<file path="config.mk">
export PLATFORM = sky130hd
export DESIGN_NAME = adsr_envelope_generator
export DESIGN_NICKNAME = d
export VERILOG_FILES = /design/src/hw/rtl/adsr_pkg.sv /design/src/hw/rtl/adsr_envelope_generator.sv /design/src/hw/rtl/adsr_cfg_regs.sv /design/src/hw/rtl/adsr_step.sv
export SDC_FILE = /design/constraint.sdc
export NUM_CORES = 1
export LEC_CHECK = 0
export BUFFER_PORTS_ARGS = -buffer_cell sky130_fd_sc_hd__buf_4
export CAP_MARGIN = 5
export CORE_MARGIN = 2
export CORE_UTILIZATION = 58
export DETAILED_ROUTE_END_ITERATION = 12
export GPL_TIMING_DRIVEN = 0
export PLACE_DENSITY_LB_ADDON = 0.15
export SLEW_MARGIN = 20
export SYNTH_ARGS = -nofsm -noshare
export SYNTH_HDL_FRONTEND = slang
export SYNTH_SLANG_ARGS = --single-unit
</file>
<file path="constraint.sdc">
create_clock -name clk_i -period 5.8 [get_ports clk_i]
set_input_delay 1.45 -clock clk_i [delete_from_list [all_inputs] [get_ports clk_i]]
set_output_delay 1.45 -clock clk_i [all_outputs]
set_load 0.1 [all_outputs]
</file>
<file path="src/hw/rtl/adsr_pkg.sv">
// -----------------------------------------------------------------------------
// ADSR envelope generator package
// Widths, phase codes, register indexes and the configuration bundle.
// -----------------------------------------------------------------------------
package adsr_pkg;

  localparam int unsigned LevelW   = 31;
  localparam int unsigned StepW    = 31;
  localparam int unsigned SusW     = 15;
  localparam int unsigned OutW     = 15;
  localparam int unsigned OutShift = 16;
  localparam int unsigned CfgIdxW  = 4;
  localparam int unsigned CfgDataW = 31;

  localparam logic [LevelW-1:0] LevelFull = {LevelW{1'b1}};

  typedef enum logic [1:0] {
    PhAttack  = 2'd0,
    PhDecay   = 2'd1,
    PhSustain = 2'd2,
    PhRelease = 2'd3
  } phase_e;

  typedef enum logic [CfgIdxW-1:0] {
    CfgAttackStep   = 4'd0,
    CfgDecayStep    = 4'd1,
    CfgReleaseStep  = 4'd2,
    CfgSustainLevel = 4'd3
  } cfg_idx_e;

  typedef struct packed {
    logic [StepW-1:0] attack_step;
    logic [StepW-1:0] decay_step;
    logic [StepW-1:0] release_step;
    logic [SusW-1:0]  sustain_level;
  } adsr_cfg_t;

endpackage

</file>
<file path="src/hw/rtl/adsr_envelope_generator.sv">
// -----------------------------------------------------------------------------
// ADSR envelope generator
// An accepted gate bit waits in gate_q; its envelope is then registered in envelope_q.
// Throughput: one sample per cycle unless stalled; level and phase update on each advance.
// The input stalls only while the output register is full and stalled.
// Reset zeroes the level, enters release and clears the valid and config registers.
// -----------------------------------------------------------------------------
module adsr_envelope_generator (
  input  logic                          clk_i,
  input  logic                          rst_ni,
  input  logic                          cfg_valid_i,
  output logic                          cfg_ready_o,
  input  logic [adsr_pkg::CfgIdxW-1:0]  cfg_index_i,
  input  logic [adsr_pkg::CfgDataW-1:0] cfg_data_i,
  input  logic                          in_valid_i,
  output logic                          in_stall_o,
  input  logic                          gate_i,
  output logic                          out_valid_o,
  input  logic                          out_stall_i,
  output logic [adsr_pkg::OutW-1:0]     envelope_o
);
  import adsr_pkg::*;

  adsr_cfg_t         cfg;
  logic              in_valid_d, in_valid_q;
  logic              gate_q;
  logic              out_valid_d, out_valid_q;
  logic [OutW-1:0]   envelope_q;
  logic [LevelW-1:0] level_d, level_q;
  phase_e            phase_d, phase_q;
  logic              in_accept;
  logic              out_free;
  logic              advance;

  adsr_cfg_regs u_cfg_regs (
    .clk_i       (clk_i),
    .rst_ni      (rst_ni),
    .cfg_valid_i (cfg_valid_i),
    .cfg_ready_o (cfg_ready_o),
    .cfg_index_i (cfg_index_i),
    .cfg_data_i  (cfg_data_i),
    .cfg_o       (cfg)
  );

  adsr_step u_step (
    .cfg_i   (cfg),
    .gate_i  (gate_q),
    .level_i (level_q),
    .phase_i (phase_q),
    .level_o (level_d),
    .phase_o (phase_d)
  );

  assign out_free    = !out_valid_q || !out_stall_i;
  assign advance     = in_valid_q && out_free;
  assign in_stall_o  = in_valid_q && !out_free;
  assign in_accept   = in_valid_i && !in_stall_o;
  assign in_valid_d  = in_accept || (in_valid_q && !advance);
  assign out_valid_d = advance || (out_valid_q && out_stall_i);

  always_ff @(posedge clk_i or negedge rst_ni) begin
    if (!rst_ni) begin
      in_valid_q  <= 1'b0;
      out_valid_q <= 1'b0;
      level_q     <= '0;
      phase_q     <= PhRelease;
    end else begin
      in_valid_q  <= in_valid_d;
      out_valid_q <= out_valid_d;
      if (advance) begin
        level_q <= level_d;
        phase_q <= phase_d;
      end
    end
  end

  always_ff @(posedge clk_i) begin
    if (in_accept) begin
      gate_q <= gate_i;
    end
    if (advance) begin
      envelope_q <= level_d[OutShift +: OutW];
    end
  end

  assign out_valid_o = out_valid_q;
  assign envelope_o  = envelope_q;

endmodule

</file>
<file path="src/hw/rtl/adsr_cfg_regs.sv">
// -----------------------------------------------------------------------------
// ADSR configuration registers
// Holds the attack, decay and release steps and the sustain level.
// -----------------------------------------------------------------------------
module adsr_cfg_regs (
  input  logic                          clk_i,
  input  logic                          rst_ni,
  input  logic                          cfg_valid_i,
  output logic                          cfg_ready_o,
  input  logic [adsr_pkg::CfgIdxW-1:0]  cfg_index_i,
  input  logic [adsr_pkg::CfgDataW-1:0] cfg_data_i,
  output adsr_pkg::adsr_cfg_t           cfg_o
);
  import adsr_pkg::*;

  adsr_cfg_t cfg_d, cfg_q;

  assign cfg_ready_o = 1'b1;

  always_comb begin
    cfg_d = cfg_q;
    if (cfg_valid_i) begin
      case (cfg_idx_e'(cfg_index_i))
        CfgAttackStep:   cfg_d.attack_step   = cfg_data_i[StepW-1:0];
        CfgDecayStep:    cfg_d.decay_step    = cfg_data_i[StepW-1:0];
        CfgReleaseStep:  cfg_d.release_step  = cfg_data_i[StepW-1:0];
        CfgSustainLevel: cfg_d.sustain_level = cfg_data_i[SusW-1:0];
        default: cfg_d = cfg_q;
      endcase
    end
  end

  always_ff @(posedge clk_i or negedge rst_ni) begin
    if (!rst_ni) begin
      cfg_q <= '0;
    end else begin
      cfg_q <= cfg_d;
    end
  end

  assign cfg_o = cfg_q;

endmodule

</file>
<file path="src/hw/rtl/adsr_step.sv">
// -----------------------------------------------------------------------------
// ADSR step logic
// Computes the next phase and level for one sample from the gate bit.
// -----------------------------------------------------------------------------
module adsr_step (
  input  adsr_pkg::adsr_cfg_t         cfg_i,
  input  logic                        gate_i,
  input  logic [adsr_pkg::LevelW-1:0] level_i,
  input  adsr_pkg::phase_e            phase_i,
  output logic [adsr_pkg::LevelW-1:0] level_o,
  output adsr_pkg::phase_e            phase_o
);
  import adsr_pkg::*;

  phase_e            phase_gated;
  logic [LevelW-1:0] sus_level;
  logic [LevelW:0]   attack_sum;
  logic [LevelW:0]   decay_floor;
  logic              decay_done;
  logic              release_done;

  always_comb begin
    phase_gated = phase_i;
    if (phase_i == PhRelease && gate_i) begin
      phase_gated = PhAttack;
    end else if (phase_i != PhRelease && !gate_i) begin
      phase_gated = PhRelease;
    end
  end

  assign sus_level    = {cfg_i.sustain_level, {(LevelW-SusW){1'b0}}};
  assign attack_sum   = {1'b0, level_i} + {1'b0, cfg_i.attack_step};
  assign decay_floor  = {1'b0, sus_level} + {1'b0, cfg_i.decay_step};
  assign decay_done   = decay_floor[LevelW] || (decay_floor[LevelW-1:0] > level_i);
  assign release_done = cfg_i.release_step > level_i;

  always_comb begin
    level_o = level_i;
    phase_o = phase_gated;
    case (phase_gated)
      PhAttack: begin
        if (attack_sum[LevelW]) begin
          level_o = LevelFull;
          phase_o = PhDecay;
        end else begin
          level_o = attack_sum[LevelW-1:0];
        end
      end
      PhDecay: begin
        if (decay_done) begin
          level_o = sus_level;
          phase_o = PhSustain;
        end else begin
          level_o = level_i - cfg_i.decay_step;
        end
      end
      PhRelease: begin
        if (release_done) begin
          level_o = '0;
        end else begin
          level_o = level_i - cfg_i.release_step;
        end
      end
      default: level_o = level_i;
    endcase
  end

endmodule

</file>
==> qor.txt, run 1 <==
status -> finished, final reports clean
CP required -> 6.06 ns
CTS sink cnt -> 159
Sw Pwr -> 0.00529 W
most frequent cells in the layout -> dfrtp_1, ha_1, nand2_1, inv_1, a21oi_1
GRT Resource Usage Total -> 0.383
Synth Net Count -> 1,685
Yosys reg bits -> 159
YS warnings -> 0
Die Ht -> 155 um
slew margin rel. -> 0.216
largest cells by area after synthesis -> dfrtp_1, ha_1, mux2_2, a21oi_1, nand2_1
sequential cell area -> 0.00406 mm^2
number of global-route vias before repair -> 11.4k
# DRC -> 0
number of diodes -> 0
worst skew pair latency -> 0.46 ns
power per cell area -> 680 mW/mm^2
post-synth top area share -> 0.266
RSZ-0062 raised after global routing -> false
crit path max fanout -> 10
# hold bufs at CTS -> 0
Post-synth EDFFs -> 16
FP Rows -> 55
Wirelength per Cell -> 24.0 um
Yosys cell types -> 83
Clock power frac -> 0.113
post-DP HPWL -> 35,400 um
Vias -> 12.3k
antenna violations before repair -> 1
Max VDD drop -> 0.440 mV
setup_tns -> 0 ns
cell-internal power -> 0.00471 W
Final period util -> 0.963
startpoint types -> flip-flop
share of cells above drive strength 1 -> 0.147
vias per cell -> 6.52
Buffers on Ports -> 57
Starting Density -> 0.589
Critical R2R Capture -> envelope_o[8]$_DFFE_PP_
GRT overflow -> 0
switching share of power -> 0.529
# IOs -> 59
Worst Tran Pin Value -> 1.15 ns
DP Worst Slack -> 0.0678 ns
gpl congestion -> 1.02
Final ANT Viol Nets -> 0
worst r2r src -> u_cfg_regs.cfg_o[0]$_DFFE_PN0P_
Flop pwr share -> 0.190
largest net degree at the start of global routing -> 78
crit path kind -> reg2reg
post-synth top area cell -> dfrtp_1
Critical Path End -> envelope_o[8]$_DFFE_PP_
fillcell total -> 1,938
Setup Skew -> 0.0234 ns
CTS root buf -> clkbuf_16
Worst setup startpoint -> u_cfg_regs.cfg_o[0]$_DFFE_PN0P_
multi-input logic area -> 0.00850 mm^2
crit path DAT -> 5.84 ns
f_max -> 0.179 GHz
Final Hold Viols -> 0
HP Class -> reg2reg
CP endpoint kind -> flip-flop
max-cap violations -> 0
first-pass GRT wire length -> 68,800 um
core area -> 0.0225 mm^2
CTS tree -> built
Period minus WS final -> 5.58 ns
ys async rst share -> 0.899
FF-to-FF setup slack -> 0.22 ns
drt first pass iters -> 6
Final Worst Setup Slack -> 0.215 ns
H-tree Lvls -> 4
combinational share of power -> 0.696
clk slew on worst S/H paths -> 0.08 ns
area delta synth->final -> 10.9%
Slew Limit Fails -> 0
Primary FF master, synth -> dfrtp_1
most common cell after layout, fill and taps aside -> dfrtp_1
reg2reg path depth -> 22
Final #Nets -> 1,763
DRT Wirelength -> 45,100 um
Synth Cell Area -> 0.0132 mm^2
Synth Instances -> 1,502
die span in x -> 155 um
leakage -> 6.74 nW
Max Buffers Root-to-Sink -> 2
TritonCTS Buffers -> 17
Avg Inst Size Synth -> 8.82 um^2
Die Area -> 0.0241 mm^2
setup violators final -> 0
1st-iter DRT viols -> 1,287
post-synthesis sequential area ratio -> 0.307
-- registers in the layout (all words and copies together) (netlist names) --
name and cells:
level_q 31, out_valid_o 1, in_valid_q 1, envelope_o 15
gate_q 1, phase_q 2, u_cfg_regs.cfg_o 108
-- Yosys cell counts (9+ instances only) --
master    instances
o21a_1           19
nand4_1          19
a211oi_1         20
clkbuf_1         35
nor2_1           79
o211ai_1         18
buf_2            17
a21o_1           51
nand2b_1         14
a21boi_0          9
nand3_1          27
nor3_1           14
xnor2_1          52
and3_1           15
a221oi_1         10
mux2_2           84
a31oi_1          24
and2_1           12
o21bai_1         11
ha_1            138
edfxtp_1         16
a22oi_1          10
xor2_1           30
inv_1           127
dfrtp_1         141
o31ai_1           9
o21ai_0         100
nand2_1         135
a21oi_1         123
-- worst min path at each step --
stage                                           startpoint                               end  cells after the start
after global routing      u_cfg_regs.cfg_o[33]$_DFFE_PN0P_  u_cfg_regs.cfg_o[33]$_DFFE_PN0P_                      1
final                                 in_valid_q$_DFF_PN0_             out_valid_o$_DFF_PN0_                      1
after detailed placement              in_valid_q$_DFF_PN0_             out_valid_o$_DFF_PN0_                      1
after CTS                             in_valid_q$_DFF_PN0_             out_valid_o$_DFF_PN0_                      1
after global placement                in_valid_q$_DFF_PN0_             out_valid_o$_DFF_PN0_                      1
after floorplan                       in_valid_q$_DFF_PN0_             out_valid_o$_DFF_PN0_                      1
-- final cells by class --
class	instances	area share
multi-input combinational	1158	0.579
tap	285	0.0243
timing repair buffer	59	0.0320
sequential	159	0.277
clock inverter	12	0.00690
buffer	57	0.0169
inverter	128	0.0327
clock buffer	20	0.0318
-- power by group through the flow --
| stage | registers (W) | clock network (W) | logic [W] |
|---|---|---|---|
| 5_1_grt | 0.00193 | 0.00118 | 0.00752 |
| 4_1_cts | 0.00189 | 0.00114 | 0.00672 |
| 3_5_place_dp | 0.00190 | 0 | 0.00667 |
| 2_1_floorplan | 0.00216 | 0 | 0.00462 |
| 6_report | 0.00190 | 0.00113 | 0.00696 |
| 3_3_place_gp | 0.00190 | 0 | 0.00657 |
-- logic make-up (layout without fill, tap and decap cells) --
| kind of cell | Yosys count | after routing | synth area share |
|---|---|---|---|
| other | 1 | 1 | 0.000283 |
| multiplexers | 86 | 86 | 0.0729 |
| AO/OA/AOI/OAI | 490 | 490 | 0.245 |
| XOR/XNOR | 82 | 82 | 0.0542 |
| AND/OR/NAND/NOR | 357 | 357 | 0.129 |
| adder cells (fa/ha/maj) | 142 | 142 | 0.136 |
| buffers and inverters | 185 | 276 | 0.0549 |
| flip-flops | 159 | 159 | 0.307 |
-- what timing repair did --
| item | 4_1_cts | 5_1_grt |
|---|---|---|
| buffers inserted | 0 | 1 |
| setup endpoints to repair | 0 | 44 |
| gates resized for setup | 0 | 15 |
-- layer usage --
metal / vias to the layer above / share of wire / wire length (um) / global-route usage
met3: 130 / 0.094 / 4220 / 0.0877
met2: 598 / 0.42 / 19000 / 0.568
met5: - / 0.00022 / 10 / 0
met4: 2 / 0.047 / 2120 / 0.158
li1: 5644 / - / - / -
met1: 5878 / 0.44 / 19700 / 0.540
-- through the flow --
stage | instance area [um^2] | hold WS, ns | power [W] | util | cells
after global placement | 14000 | 0.470 | 0.00847 | 0.624 | 1844
after floorplan | 13200 | 0.456 | 0.00677 | - | 1502
after global routing | 14700 | 0.516 | 0.0106 | 0.653 | 1878
final | 14700 | 0.472 | 0.00999 | 0.653 | 1878
after detailed placement | 14100 | 0.469 | 0.00857 | 0.625 | 1845
after CTS | 14600 | 0.476 | 0.00975 | 0.651 | 1877
-- critical path, stage by stage, from the launching register on --
cell and delay (ns):
dfrtp_2 0.47, ha_1 0.20, inv_1 0.05, fa_1 0.43, nor2b_2 0.18, o21ai_2 0.08, a21boi_2 0.16, o21ai_0 0.09
nand2b_1 0.17, a21oi_4 0.11, o211ai_1 0.23, a31oi_1 0.16, xnor2_1 0.15, ha_1 0.31, nand4_2 0.15, or4_4 0.58
nor3_2 0.19, a21oi_1 0.09, nor4_4 0.45, nand2_2 0.24, buf_2 0.31, o2111a_1 0.32, a31oi_1 0.28
Note: power is estimated with default switching activity, not from simulation.
==> run 2, diff against run 1 <==
--- a/config.mk
+++ b/config.mk
@@ -5,10 +5,10 @@
 export SDC_FILE = /design/constraint.sdc
 export NUM_CORES = 1
 export LEC_CHECK = 0
-export BUFFER_PORTS_ARGS = -buffer_cell sky130_fd_sc_hd__buf_4
+export BUFFER_PORTS_ARGS = -buffer_cell sky130_fd_sc_hd__buf_2
 export CAP_MARGIN = 5
 export CORE_MARGIN = 2
-export CORE_UTILIZATION = 58
+export CORE_UTILIZATION = 57
 export DETAILED_ROUTE_END_ITERATION = 12
 export GPL_TIMING_DRIVEN = 0
 export PLACE_DENSITY_LB_ADDON = 0.15
==> constraint.sdc (replaced) <==
create_clock -name clk_i -period 5.1 [get_ports clk_i]
set_input_delay 1.275 -clock clk_i [delete_from_list [all_inputs] [get_ports clk_i]]
set_output_delay 1.275 -clock clk_i [all_outputs]
set_load 0.1 [all_outputs]
==> run 2 against run 1 <==
Effect of this change: the flow now finishes with violations (negative setup slack); hold slack better by 0.035 ns; count of clock-buffer cells in the layout is 2 lower; flip-flop and latch count stayed put; critical endpoint is now envelope_o[10]$_DFFE_PP_; clock skew is 0.0084 ns lower; highest routed layer is now met4.
==> qor.txt, run 2 (synthesized netlist as in run 1, its figures left out) <==
core area -> 0.0227 mm^2 (was 0.0225 mm^2)
Setup Skew -> 0.0150 ns (was 0.0234 ns)
largest net degree at the start of global routing -> 81 (was 78)
GRT Resource Usage Total -> 0.375 (was 0.383)
power per cell area -> 796 mW/mm^2 (was 680 mW/mm^2)
status -> complete, but fails checks (was finished, final reports clean)
crit path kind -> reg2reg (unchanged)
post-route core utilization -> 0.668 (was 0.653)
max-cap violations -> 0 (unchanged)
worst hold slack -> 0.507 ns (was 0.472 ns)
Final period util -> 1.03 (was 0.963)
most frequent cells in the layout -> ha_1, dfrtp_1, nand2_1, inv_1, a21oi_1 (was dfrtp_1, ha_1, nand2_1, inv_1, a21oi_1)
Worst Tran Pin Value -> 1.12 ns (was 1.15 ns)
CTS sink cnt -> 159 (unchanged)
Critical R2R Capture -> envelope_o[10]$_DFFE_PP_ (was envelope_o[8]$_DFFE_PP_)
Starting Density -> 0.583 (was 0.589)
slew margin rel. -> 0.256 (was 0.216)
Final #Nets -> 1,789 (was 1,763)
fillcell total -> 1,906 (was 1,938)
GRT overflow -> 0 (unchanged)
number of global-route vias before repair -> 11.4k (about the same)
DRT Wirelength -> 46,000 um (was 45,100 um)
CP endpoint kind -> flip-flop (unchanged)
Max VDD drop -> 0.290 mV (was 0.440 mV)
1st-iter DRT viols -> 1,477 (was 1,287)
# hold bufs at CTS -> 0 (unchanged)
antenna violations before repair -> 0 (was 1)
startpoint types -> flip-flop (unchanged)
DP Worst Slack -> -0.512 ns (was 0.0678 ns)
Final Power -> 0.0121 W (was 0.00999 W)
CP required -> 5.30 ns (was 6.06 ns)
failing checks -> negative setup slack
gpl congestion -> 1.05 (was 1.02)
CTS tree -> built (unchanged)
die span in x -> 156 um (was 155 um)
Period minus WS final -> 5.25 ns (was 5.58 ns)
FP Rows -> 55 (unchanged)
Wirelength per Cell -> 24.1 um (was 24.0 um)
HP Class -> reg2reg (unchanged)
clk slew on worst S/H paths -> 0.08 ns (about the same)
Final Worst Setup Slack -> -0.154 ns (was 0.215 ns)
setup violators final -> 14 (was 0)
Final Hold Viols -> 0 (unchanged)
drt first pass iters -> 5 (was 6)
TritonCTS Buffers -> 17 (unchanged)
reg2reg path depth -> 23 (was 22)
crit path max fanout -> 6 (was 10)
first-pass GRT wire length -> 68,000 um (was 68,800 um)
worst r2r src -> u_cfg_regs.cfg_o[0]$_DFFE_PN0P_ (unchanged)
share of cells above drive strength 1 -> 0.184 (was 0.147)
leakage -> 6.94 nW (was 6.74 nW)
crit path DAT -> 5.45 ns (was 5.84 ns)
worst skew pair latency -> 0.45 ns (was 0.46 ns)
Hold Crit Depth -> 1 (unchanged)
vias per cell -> 6.54 (was 6.52)
RSZ-0062 raised after global routing -> true (was false)
Final ANT Viol Nets -> 0 (unchanged)
CTS root buf -> clkbuf_16 (unchanged)
max reg flops -> 108 (unchanged)
post-DP HPWL -> 34,700 um (was 35,400 um)
Slew Limit Fails -> 0 (unchanged)
Vias -> 12.5k (was 12.3k)
area delta synth->final -> 14.5% (was 10.9%)
hold endpoint -> u_cfg_regs.cfg_o[25]$_DFFE_PN0P_ (was out_valid_o$_DFF_PN0_)
FF-to-FF setup slack -> -0.15 ns (was 0.22 ns)
H-tree Lvls -> 4 (unchanged)
min-delay src -> u_cfg_regs.cfg_o[25]$_DFFE_PN0P_ (was in_valid_q$_DFF_PN0_)
Max Buffers Root-to-Sink -> 2 (unchanged)
Die Ht -> 156 um (was 155 um)
Buffers on Ports -> 57 (unchanged)
f_max -> 0.190 GHz (was 0.179 GHz)
# IOs -> 59 (unchanged)
# DRC -> 0 (unchanged)
Die Area -> 0.0245 mm^2 (was 0.0241 mm^2)
-- run 2: how the worst max path moves through the flow --
stage / startpoint / end / slack (ns)
2_1_floorplan: u_cfg_regs.cfg_o[0]$_DFFE_PN0P_ / envelope_o[0]$_DFFE_PP_ / 0.48
3_3_place_gp: u_cfg_regs.cfg_o[0]$_DFFE_PN0P_ / envelope_o[14]$_DFFE_PP_ / -0.51
3_5_place_dp: u_cfg_regs.cfg_o[0]$_DFFE_PN0P_ / envelope_o[14]$_DFFE_PP_ / -0.51
4_1_cts: u_cfg_regs.cfg_o[0]$_DFFE_PN0P_ / envelope_o[5]$_DFFE_PP_ / 0.001
5_1_grt: u_cfg_regs.cfg_o[0]$_DFFE_PN0P_ / envelope_o[0]$_DFFE_PP_ / -0.31
6_report: u_cfg_regs.cfg_o[0]$_DFFE_PN0P_ / envelope_o[10]$_DFFE_PP_ / -0.15
-- run 2: power breakdown --
group / switching, W / total [W] / internal (W)
Combinational: 0.00525 / 0.00850 / 0.00325
Clock: 0.000631 / 0.00140 / 0.000772
Sequential: 0.000442 / 0.00218 / 0.00173
Total: 0.00633 / 0.0121 / 0.00575
-- run 2: per-layer routing --
metal	up-vias	track usage	wire [um]
met5	-	0	0
met4	0	0.155	2170
met3	124	0.0698	4580
met2	718	0.552	19400
met1	5915	0.540	19900
li1	5697	-	-
-- run 2: per-stage QoR --
stage,TNS (ns),cell area (um^2),instances
floorplan,0,13200,1502
detailed placement,-13.11,13900,1845
global route,-5.87,15200,1903
finish,-1.16,15200,1904
CTS,0,14700,1881
global placement,-12.43,13900,1844
-- run 2: critical path, stage by stage (launching register included) --
cell	delay, ns
dfrtp_2	0.47
ha_4	0.16
inv_2	0.04
fa_2	0.40
nor2b_2	0.14
o21ai_2	0.09
a21boi_2	0.16
o21ai_1	0.10
nand2b_1	0.17
a21oi_4	0.10
o211ai_1	0.22
a31oi_1	0.15
xnor2_1	0.15
ha_1	0.35
nand4_4	0.11
or4_4	0.58
nor3_4	0.14
a21oi_2	0.06
nor4_4	0.33
nor2_4	0.13
buf_4	0.16
a221oi_2	0.30
o221ai_2	0.18
mux2_2	0.30
-- run 2: what timing repair did --
action                     in CTS  in global routing
pin swaps                      10                 49
buffers inserted                5                 20
cloned                          0                  2
setup endpoints to repair      46                 45
gates resized for setup        24                 69
-- run 2: cell type report --
cell class	instances	area (um^2)	area share
clock inverter	13	166	0.0110
inverter	128	480	0.0317
multi-input combinational	1158	8780	0.579
timing repair buffer	85	576	0.0379
tap	285	357	0.0235
clock buffer	18	450	0.0297
antenna	1	2.50	0.000165
buffer	57	290	0.0191
sequential	159	4070	0.268
